[config.mk]
export PLATFORM = sky130hd
export DESIGN_NAME = cartridge_header_parser_core
export DESIGN_NICKNAME = d
export VERILOG_FILES = /design/src/rtl/core/chp_pkg.sv /design/src/rtl/core/cartridge_header_parser_core.sv
export SDC_FILE = /design/constraint.sdc
export NUM_CORES = 1
export LEC_CHECK = 0
export BUFFER_PORTS_ARGS = -buffer_cell sky130_fd_sc_hd__buf_2
export CAP_MARGIN = 40
export CELL_PAD_IN_SITES_DETAIL_PLACEMENT = 2
export CELL_PAD_IN_SITES_GLOBAL_PLACEMENT = 2
export CORE_MARGIN = 2
export CORE_UTILIZATION = 36
export CTS_BUF_LIST = sky130_fd_sc_hd__clkbuf_16
export DETAILED_ROUTE_END_ITERATION = 10
export PLACE_DENSITY = 0.87
export SYNTH_ARGS = -nofsm -noshare
export SYNTH_HDL_FRONTEND = slang
export SYNTH_SLANG_ARGS = --single-unit
[constraint.sdc]
create_clock -name clock -period 4.9 [get_ports clock]
set_input_delay 0.98 -clock clock [delete_from_list [all_inputs] [get_ports clock]]
set_output_delay 0.98 -clock clock [all_outputs]
set_load 0.03 [all_outputs]
[src/rtl/core/chp_pkg.sv]
// Shared types, constants and a character class function for the cartridge header parser.
`default_nettype none

package chp_pkg;

   localparam int unsigned ADDR_W = 16;
   localparam int unsigned BYTE_W = 8;
   localparam int unsigned LOGO_LEN = 48;
   localparam int unsigned LOGO_IDX_W = $clog2(LOGO_LEN);

   localparam logic [ADDR_W-1:0] LOGO_FIRST  = 16'h0104;
   localparam logic [ADDR_W-1:0] LOGO_LAST   = 16'h0133;
   localparam logic [ADDR_W-1:0] TITLE_FIRST = 16'h0134;
   localparam logic [ADDR_W-1:0] TITLE_LAST  = 16'h0143;
   localparam logic [ADDR_W-1:0] ADDR_KIND   = 16'h0147;
   localparam logic [ADDR_W-1:0] ADDR_ROM    = 16'h0148;
   localparam logic [ADDR_W-1:0] ADDR_RAM    = 16'h0149;

   localparam logic [BYTE_W-1:0] CART_KIND_SMALL_RAM = 8'h06;
   localparam logic [BYTE_W-1:0] ROM_CODE_MAX        = 8'h08;

   localparam logic [BYTE_W-1:0] RAM_CODE_2K   = 8'h01;
   localparam logic [BYTE_W-1:0] RAM_CODE_8K   = 8'h02;
   localparam logic [BYTE_W-1:0] RAM_CODE_32K  = 8'h03;
   localparam logic [BYTE_W-1:0] RAM_CODE_128K = 8'h04;
   localparam logic [BYTE_W-1:0] RAM_CODE_64K  = 8'h05;

   localparam logic [15:0] RAM_END_NONE  = 16'h0000;
   localparam logic [15:0] RAM_END_SMALL = 16'hA1FF;
   localparam logic [15:0] RAM_END_2K    = 16'hA7FF;
   localparam logic [15:0] RAM_END_FULL  = 16'hBFFF;

   localparam logic [9:0] ROM_BANKS_SAT = 10'd512;

   localparam logic [BYTE_W-1:0] LOGO_TABLE [LOGO_LEN] = '{
      8'hCE, 8'hED, 8'h66, 8'h66, 8'hCC, 8'h0D, 8'h00, 8'h0B,
      8'h03, 8'h73, 8'h00, 8'h83, 8'h00, 8'h0C, 8'h00, 8'h0D,
      8'h00, 8'h08, 8'h11, 8'h1F, 8'h88, 8'h89, 8'h00, 8'h0E,
      8'hDC, 8'hCC, 8'h6E, 8'hE6, 8'hDD, 8'hDD, 8'hD9, 8'h99,
      8'hBB, 8'hBB, 8'h67, 8'h63, 8'h6E, 8'h0E, 8'hEC, 8'hCC,
      8'hDD, 8'hDC, 8'h99, 8'h9F, 8'hBB, 8'hB9, 8'h33, 8'h3E
   };

   typedef struct packed {
      logic [ADDR_W-1:0] byte_address;
      logic [BYTE_W-1:0] byte_value;
   } req_type;

   typedef struct packed {
      logic              title_char_valid;
      logic [3:0]        title_position;
      logic [BYTE_W-1:0] title_char;
      logic              logo_match;
      logic              logo_complete;
      logic [BYTE_W-1:0] cart_kind;
      logic [9:0]        rom_bank_count;
      logic              rom_code_unknown;
      logic [4:0]        ram_bank_count;
      logic [15:0]       ram_last_address;
   } rsp_type;

   function automatic logic is_alnum(input logic [BYTE_W-1:0] c);
      logic digit;
      logic upper;
      logic lower;
      digit = (c >= 8'h30) && (c <= 8'h39);
      upper = (c >= 8'h41) && (c <= 8'h5A);
      lower = (c >= 8'h61) && (c <= 8'h7A);
      return digit || upper || lower;
   endfunction

endpackage

`default_nettype wire

[src/rtl/core/cartridge_header_parser_core.sv]
// Cartridge header parser: logo check, title decode, size code latching and derivation.
//
// Usage:
//   req channel carries one header beat: a cartridge address and the byte read there.
//   rsp channel returns exactly one beat per req beat, in order.
//   Addresses 0x0104..0x0133 fold into the logo match flag (restart at 0x0104,
//   complete at 0x0133); 0x0134..0x0143 are decoded as title characters;
//   0x0147..0x0149 latch cartridge type, ROM size code and RAM size code.
//   Other addresses leave the state alone and still return a beat.
// Latency: the rsp beat is valid in the cycle after its req beat is accepted.
// Throughput: one beat per cycle while rsp_ready is high; decode, one table compare
//   and the size derivation all sit between the req port and the single rsp register.
// Reset: clears the rsp valid flag, sets the logo match flag, clears the logo
//   complete flag and the three latched header bytes.
// Stall: while rsp_valid is high and rsp_ready low the rsp beat holds and
//   req_ready drops; when rsp_ready is high a new req beat is taken in the same
//   cycle the pending rsp beat leaves.
`default_nettype none

module cartridge_header_parser_core (
   input  wire logic             clock,
   input  wire logic             reset,
   input  wire logic             req_valid,
   output      logic             req_ready,
   input  wire chp_pkg::req_type req_data,
   output      logic             rsp_valid,
   input  wire logic             rsp_ready,
   output      chp_pkg::rsp_type rsp_data
);

   logic                  logo_ok_ff, logo_ok_in;
   logic                  logo_done_ff, logo_done_in;
   logic [7:0]            kind_ff, kind_in;
   logic [7:0]            rom_code_ff, rom_code_in;
   logic [7:0]            ram_code_ff, ram_code_in;
   logic                  rsp_valid_ff, rsp_valid_in;
   chp_pkg::rsp_type      rsp_data_ff, rsp_data_in;

   logic                  req_fire;
   logic                  in_logo;
   logic                  in_title;
   logic                  logo_hit;
   logic [15:0]           logo_off;
   logic [15:0]           title_off;
   logic [chp_pkg::LOGO_IDX_W-1:0] logo_idx;

   assign req_ready = !rsp_valid_ff || rsp_ready;
   assign req_fire  = req_valid && req_ready;
   assign rsp_valid = rsp_valid_ff;
   assign rsp_data  = rsp_data_ff;

   assign in_logo  = (req_data.byte_address >= chp_pkg::LOGO_FIRST) &&
                     (req_data.byte_address <= chp_pkg::LOGO_LAST);
   assign in_title = (req_data.byte_address >= chp_pkg::TITLE_FIRST) &&
                     (req_data.byte_address <= chp_pkg::TITLE_LAST);
   assign logo_off  = req_data.byte_address - chp_pkg::LOGO_FIRST;
   assign title_off = req_data.byte_address - chp_pkg::TITLE_FIRST;
   assign logo_idx  = logo_off[chp_pkg::LOGO_IDX_W-1:0];
   assign logo_hit  = in_logo && (chp_pkg::LOGO_TABLE[logo_idx] == req_data.byte_value);

   always_comb begin
      logo_ok_in   = logo_ok_ff;
      logo_done_in = logo_done_ff;
      kind_in      = kind_ff;
      rom_code_in  = rom_code_ff;
      ram_code_in  = ram_code_ff;
      rsp_valid_in = rsp_valid_ff;
      rsp_data_in  = rsp_data_ff;

      if (rsp_ready) begin
         rsp_valid_in = 1'b0;
      end

      if (req_fire) begin
         if (in_logo) begin
            if (req_data.byte_address == chp_pkg::LOGO_FIRST) begin
               logo_ok_in   = logo_hit;
               logo_done_in = 1'b0;
            end else begin
               logo_ok_in = logo_ok_ff && logo_hit;
            end
            if (req_data.byte_address == chp_pkg::LOGO_LAST) begin
               logo_done_in = 1'b1;
            end
         end else if (req_data.byte_address == chp_pkg::ADDR_KIND) begin
            kind_in = req_data.byte_value;
         end else if (req_data.byte_address == chp_pkg::ADDR_ROM) begin
            rom_code_in = req_data.byte_value;
         end else if (req_data.byte_address == chp_pkg::ADDR_RAM) begin
            ram_code_in = req_data.byte_value;
         end

         rsp_valid_in                 = 1'b1;
         rsp_data_in.title_char_valid = in_title && chp_pkg::is_alnum(req_data.byte_value);
         rsp_data_in.title_position   = in_title ? title_off[3:0] : 4'd0;
         rsp_data_in.title_char       = in_title ? req_data.byte_value : 8'd0;
         rsp_data_in.logo_match       = logo_ok_in;
         rsp_data_in.logo_complete    = logo_done_in;
         rsp_data_in.cart_kind        = kind_in;

         rsp_data_in.rom_code_unknown = rom_code_in > chp_pkg::ROM_CODE_MAX;
         if (rom_code_in > chp_pkg::ROM_CODE_MAX) begin
            rsp_data_in.rom_bank_count = chp_pkg::ROM_BANKS_SAT;
         end else begin
            rsp_data_in.rom_bank_count = 10'(11'd2 << rom_code_in[3:0]);
         end

         rsp_data_in.ram_bank_count = (kind_in == chp_pkg::CART_KIND_SMALL_RAM) ? 5'd1 : 5'd0;
         case (ram_code_in)
            chp_pkg::RAM_CODE_8K:   rsp_data_in.ram_bank_count = 5'd1;
            chp_pkg::RAM_CODE_32K:  rsp_data_in.ram_bank_count = 5'd4;
            chp_pkg::RAM_CODE_128K: rsp_data_in.ram_bank_count = 5'd16;
            chp_pkg::RAM_CODE_64K:  rsp_data_in.ram_bank_count = 5'd8;
            default: ;
         endcase

         rsp_data_in.ram_last_address = chp_pkg::RAM_END_NONE;
         if (kind_in == chp_pkg::CART_KIND_SMALL_RAM) begin
            rsp_data_in.ram_last_address = chp_pkg::RAM_END_SMALL;
         end
         if (ram_code_in == chp_pkg::RAM_CODE_2K) begin
            rsp_data_in.ram_last_address = chp_pkg::RAM_END_2K;
         end
         if (ram_code_in > chp_pkg::RAM_CODE_2K) begin
            rsp_data_in.ram_last_address = chp_pkg::RAM_END_FULL;
         end
      end
   end

   always_ff @(posedge clock) begin
      if (reset) begin
         logo_ok_ff   <= 1'b1;
         logo_done_ff <= 1'b0;
         kind_ff      <= 8'd0;
         rom_code_ff  <= 8'd0;
         ram_code_ff  <= 8'd0;
         rsp_valid_ff <= 1'b0;
      end else begin
         logo_ok_ff   <= logo_ok_in;
         logo_done_ff <= logo_done_in;
         kind_ff      <= kind_in;
         rom_code_ff  <= rom_code_in;
         ram_code_ff  <= ram_code_in;
         rsp_valid_ff <= rsp_valid_in;
      end
   end

   always_ff @(posedge clock) begin
      rsp_data_ff <= rsp_data_in;
   end

`ifndef ASSERT_OFF
   a_reset_state: assert property (@(posedge clock)
      reset |=> (logo_ok_ff && !logo_done_ff && !rsp_valid_ff))
      else $error("state not cleared after reset");

   a_fire_gives_rsp: assert property (@(posedge clock) disable iff (reset)
      req_fire |=> rsp_valid_ff)
      else $error("accepted beat produced no rsp beat");

   a_logo_no_revive: assert property (@(posedge clock) disable iff (reset)
      (req_fire && in_logo && (req_data.byte_address != chp_pkg::LOGO_FIRST))
      |=> !(logo_ok_ff && !$past(logo_ok_ff)))
      else $error("logo match flag set without a restart");

   a_rom_saturate: assert property (@(posedge clock) disable iff (reset)
      (rsp_valid_ff && rsp_data_ff.rom_code_unknown)
      |-> (rsp_data_ff.rom_bank_count == chp_pkg::ROM_BANKS_SAT))
      else $error("unknown ROM code without saturated bank count");

   a_title_nonzero: assert property (@(posedge clock) disable iff (reset)
      (rsp_valid_ff && rsp_data_ff.title_char_valid) |-> (rsp_data_ff.title_char != 8'd0))
      else $error("valid title character is zero");
`endif

endmodule

`default_nettype wire

=== Word-level counts from Yosys, hierarchy flattened ===
Memories as Yosys holds them, arrays and structs flattened.
Index checks and enable logic that the tools add are counted.
Widths: inputs -> output; s select.

* Flip-flop bits (word level): 82
* Memory bits (read-only): 512
* Output and inout port bits: 57
* Memories kept: 1

{| class="wikitable"
|+ Memories
! memory !! words !! bits a word !! rd ports !! clocked after Yosys merged registers in !! write ports !! RTL line !! source
|-
| (name not given) || 64 || 8 || 1 || 0 || 0 || cartridge_header_parser_core.sv:59 || <nowiki>assign logo_hit = in_logo && (chp_pkg::LOGO_TABLE[logo_idx] == req_data.byte_value);</nowiki>
|}

* $add $sub $neg: 2
* Magnitude comparators: 13
* Eq/ne operators: 12
* Shift-type cells: 1
* Muxes and demuxes: 25
* Bitwise gates (word level): 1
* Reductions and logical operators: 15

{| class="wikitable"
|+ Operators with widths
! cell !! count
|-
| $mux 8 || 14
|-
| $eq 16x9->1 const B || 5
|-
| $ge 16x9->1 const B || 2
|-
| $le 16x9->1 const B || 2
|-
| $eq 8x3->1 const B || 3
|-
| $pmux 5 s4 || 1
|-
| $eq 8x2->1 const B || 2
|-
| $ge 8x7->1 const B || 2
|-
| $le 8x7->1 const B || 2
|-
| $mux 16 || 1
|-
| $mux 13 || 1
|-
| $shl 2x4->10 const A || 1
|-
| $logic_and 1x1->1 || 9
|-
| $eq 8x1->1 const B || 1
|-
| $eq 8x8->1 || 1
|-
| $ge 8x6->1 const B || 1
|-
| $gt 8x1->1 const B || 1
|-
| $gt 8x4->1 const B || 1
|-
| $le 8x6->1 const B || 1
|-
| $mux 1 || 8
|-
| $ge 7x7->1 const B || 1
|-
| $not 6->7 || 1
|-
| $sub 6x3->6 const B || 1
|-
| $sub 4x3->4 const B || 1
|-
| other kinds (4) || 6
|}

=== Logic depth before layout (Yosys ltp) ===
* Word-level depth: 10
* Depth in mapped cells: 13
* Depth with buffers taken out: 9

=== Worst setup path before layout ===
OpenSTA, ideal clock, no wires.

* Path kind: input to register
* Start point: input port rsp_ready
* End point: register kind_ff[0]
* Setup time: 128 ps
* Data arrival time: 3540 ps
* Required time: 4772 ps
* Path slack: 1233 ps
* Stages: 6
* Path buffers: 2
* Cells stage by stage: nand2b_1 > and2_1 > clkbuf_1 > clkbuf_1 > mux2i_1 > nor2_1

* Word-level cells in the longest chain between the ends: 2

{| class="wikitable"
|+ Ends and longest elaborated chain
! element !! RTL line !! source
|-
| start: declaration || cartridge_header_parser_core.sv:27 || <nowiki>input wire logic rsp_ready,</nowiki>
|-
| $logic_or 1x1->1 || cartridge_header_parser_core.sv:47 || <nowiki>assign req_ready = !rsp_valid_ff || rsp_ready;</nowiki>
|-
| $logic_and 1x1->1 || cartridge_header_parser_core.sv:48 || <nowiki>assign req_fire = req_valid && req_ready;</nowiki>
|-
| named net req_fire || cartridge_header_parser_core.sv:39 || <nowiki>logic req_fire;</nowiki>
|-
| end signal: assignment || cartridge_header_parser_core.sv:141 || <nowiki>kind_ff <= kind_in;</nowiki>
|-
| end: declaration || cartridge_header_parser_core.sv:33 || <nowiki>logic [7:0] kind_ff, kind_in;</nowiki>
|}

The timed path passes the listed nets, and every way through them passes these cells.
A chain may end at the register's enable or synchronous reset.

=== Worst setup path in the final report ===
* Start point: input port req_data[10] (netlist bit)
* End point: register logo_ok_ff

* Word-level cells in the longest chain between the ends: 10
* Elaborated cells on any way between the ends: 14
* Those cells by class: 1 x add/sub; 2 x order compare; 2 x eq/ne; 4 x mux; 1 x bitwise; 3 x reduce/logical; 1 x memory

{| class="wikitable"
|+ Ends and longest elaborated chain
! element !! RTL line !! source
|-
| start: declaration || cartridge_header_parser_core.sv:25 || <nowiki>input wire chp_pkg::req_type req_data,</nowiki>
|-
| $sub 6x3->6 (*) || cartridge_header_parser_core.sv:56 || <nowiki>assign logo_off = req_data.byte_address - chp_pkg::LOGO_FIRST;</nowiki>
|-
| named net logo_off[2] || cartridge_header_parser_core.sv:43 || <nowiki>logic [15:0] logo_off;</nowiki>
|-
| $not 6->7 (not written as such) (*) || cartridge_header_parser_core.sv:59 ||
|-
| $mem_v2 64x8 (*) || n/a ||
|-
| $mux 8 (not written as such) (*) (2 in a row) || cartridge_header_parser_core.sv:59 ||
|-
| $eq 8x8->1 (*) || cartridge_header_parser_core.sv:59 ||
|-
| $logic_and 1x1->1 (*) || cartridge_header_parser_core.sv:59 ||
|-
| $logic_and 1x1->1 || cartridge_header_parser_core.sv:80 || <nowiki>logo_ok_in = logo_ok_ff && logo_hit;</nowiki>
|-
| $mux 1 (*) || cartridge_header_parser_core.sv:76 || <nowiki>if (req_data.byte_address == chp_pkg::LOGO_FIRST) begin</nowiki>
|-
| $mux 1 (*) || cartridge_header_parser_core.sv:75 || <nowiki>if (in_logo) begin</nowiki>
|-
| end signal: assignment || cartridge_header_parser_core.sv:139 || <nowiki>logo_ok_ff <= logo_ok_in;</nowiki>
|-
| end: declaration || cartridge_header_parser_core.sv:31 || <nowiki>logic logo_ok_ff, logo_ok_in;</nowiki>
|}

Mark *: on every way through the listed nets, which the timed path passes. The rest lies on a longest branch. The select of a mux whose other input is x is not followed.

==> flow_summary.yaml <==
setup_path:
  crit_path_end_kind: "flop"
  cp_max_fo: 25
  critPathLaunchType: "primary input"
  worstPathRequired_ps: 5160
  worstSetupPathType: "in -> reg"
  reg2reg_from: "rsp_valid"
  cp.arrival_ps: 4180
  cp-startpoint: "req_data[10]"
min_path:
  hold_start: "rom_code_ff[6]"
  hold_class: "reg -> reg"
route:
  drc: 0
  ant_nets: 0
  vias: 3617
  vias_per_cell: 5.63
  first_iter_violations: 179
  drt_pass1_iterations: 4
  wire_per_inst_um: 20.3
  drt-total-wl_um: 13000
cts:
  clk_pin_slew_ps: 60
  postCtsResizedCells: 0
  numCtsBuffers: 9
  tritoncts: "built"
  root_buffer: "clkbuf_16"
  clock-sinks: 67
  post_cts_buffers: 0
  cts_buffer_depth: 2
  clock_latency_ps: 340
  hold_buffers: 0
  cts-htree-levels: 3
floorplanning:
  core_area_um2: 11400
  die_x_um: 112
  ioPinCount: 85
  start_util_pct: 36.6
  die_h_um: 112
  num_rows: 39
  die_area_um2: 12400
power_and_ir_drop:
  internal_power_mw: 1.05
  power_density_nw_per_um2: 311
  switching_share_pct: 28.6
  comb_power_share_pct: 17.0
  clkPwrFrac_pct: 41.1
  power_mw: 1.48
  peakVddDrop_uv: 183
  leakagePower_nw: 1.90
  power.switching_mw: 0.423
  p_seq_share_pct: 41.9
sta:
  rsz0062_at_grt: "no"
  setup_tns_ps: 0
  period_minus_slack_ps: 3920
  fmax_ghz: 0.255
  slew_viol_final: 0
  timing.final.crit_share_pct: 80.1
  finalHoldViolCount: 0
  setup-violations-final: 0
  worst_pin_slew_ps: 886
  finClkSkew_ps: 9.22
  slew_headroom_pct: 40.9
synthesis:
  async_reset_ff_share_pct: 0
  synth_cells: 446
  synth_top_area_share_pct: 28.9
  yosysMostFrequentCell: "nand2_1"
  ys_seq_area_share_pct: 41.8
  yosysWarnings: 0
  ys_top_cells_by_area: "edfxtp_1, dfxtp_1, nand2_1, buf_4, nor2_1"
  synth_top_area_cell: "edfxtp_1"
  synth-seq-cells: 67
  yosysUniqueCellTypes: 69
  synth-edff-count: 40
  synth_ff_type: "edfxtp_1"
  netlist_area_um2: 4160
  netlist_top_cells_count: "nand2_1, nor2_1, edfxtp_1"
  syn_avg_cell_area_um2: 9.33
global_route:
  grt_start_max_net_pins: 38
  grt_usage_pct: 21.1
  grt_pass1_wl_um: 20700
  grt_pass1_vias: 3911
  overflow: 0
  antenna_found_initial: 0
placed_design:
  dp_hpwl_um: 9020
  portBuffers: 81
  place_congestion: 0.874
cells_and_area:
  diodes: 0
  final_layout_size_suffix_gt1_share_pct: 26.3
  fillers: 1245
  fin_nets: 531
  areaGrowthSynthToFinish_pct: 14.2
run:
  drv_cap: 0
run_status:
  status: "finished clean"
## cells in the final DEF (no fill, tap or decap), drive strengths merged, types with 5 or more instances in the layout
master  instances
a211oi          7
a21oi          34
a31oi          10
and2           16
and3            5
buf            84
clkbuf         10
dfxtp          27
edfxtp         40
ha              9
inv            12
mux2            9
mux2i          12
nand2          56
nand2b          6
nand3           8
nor2           41
nor2b           7
nor3           14
o21ai          13
or4             6
xnor2           7
xor2            5
## power by group through the flow
stage	clock (mW)	combinational (mW)	sequential (mW)
2_1_floorplan	0	0.157	0.664
3_3_place_gp	0	0.240	0.629
3_5_place_dp	0	0.248	0.631
4_1_cts	0.617	0.250	0.619
5_1_grt	0.640	0.270	0.621
6_report	0.607	0.252	0.619
## worst max-delay path: stages
cell and delay [ps]:
buf_2 410, inv_1 300, ha_1 590, buf_8 230
nor3b_1 310, a211oi_1 100, o31ai_1 230, o2111ai_1 150
o41ai_1 420, a41oi_1 240, a31oi_1 210
## logic make-up after synthesis
logic type               count (synthesis)  synth area share [%]
buffers and inverters                   60                  8.51
AO/OA/AOI/OAI                           93                  15.1
XOR/XNOR                                12                  3.43
flip-flops                              67                  41.8
AND/OR/NAND/NOR                        183                  23.1
multiplexers                            21                  5.32
adder cells (fa/ha/maj)                  9                  2.71
other                                    1                0.0901
## worst paths after layout
path	endpoint	slack, ps	depth (start not counted)
setup reg to reg	kind_ff[1]	2820	5
setup / recovery	logo_ok_ff	980	11
hold reg to reg	rom_code_ff[6]	460	2
hold / removal	rom_code_ff[6]	460	2
## flip-flops by register name (all words and copies together) (netlist names)
name and cells:
logo_done_ff 1, logo_ok_ff 1, rsp_data 40, rsp_valid 1
kind_ff 8, ram_code_ff 8, rom_code_ff 8
## layout make-up
class	count	area [um2]	area share [%]
Clock buffer	10	250	5.26
Multi-Input combinational cell	321	2080	43.7
Clock inverter	6	30.0	0.632
Tap cell	143	179	3.76
Inverter	11	41.3	0.869
Timing Repair Buffer	84	435	9.16
Sequential cell	67	1740	36.6
## layer usage
metal	vias to the layer above	global-route usage, %	wire, um
li1	1681	-	-
met1	1805	24.9	5350
met5	-	0	0
met4	0	7.33	272
met3	24	3.81	516
met2	107	38.4	6900
## per-stage QoR
step	hold WS, ps	cell area, um2	utilization (%)	setup WS, ps	std cells
floorplan	426	4170	-	1230	448
global placement	438	4460	39.2	625	625
detailed placement	456	4460	39.2	449	625
CTS	462	4740	41.7	774	641
global route	497	4750	41.8	714	642
finish	462	4750	41.8	976	642
Power figures use the tool's default switching activity.
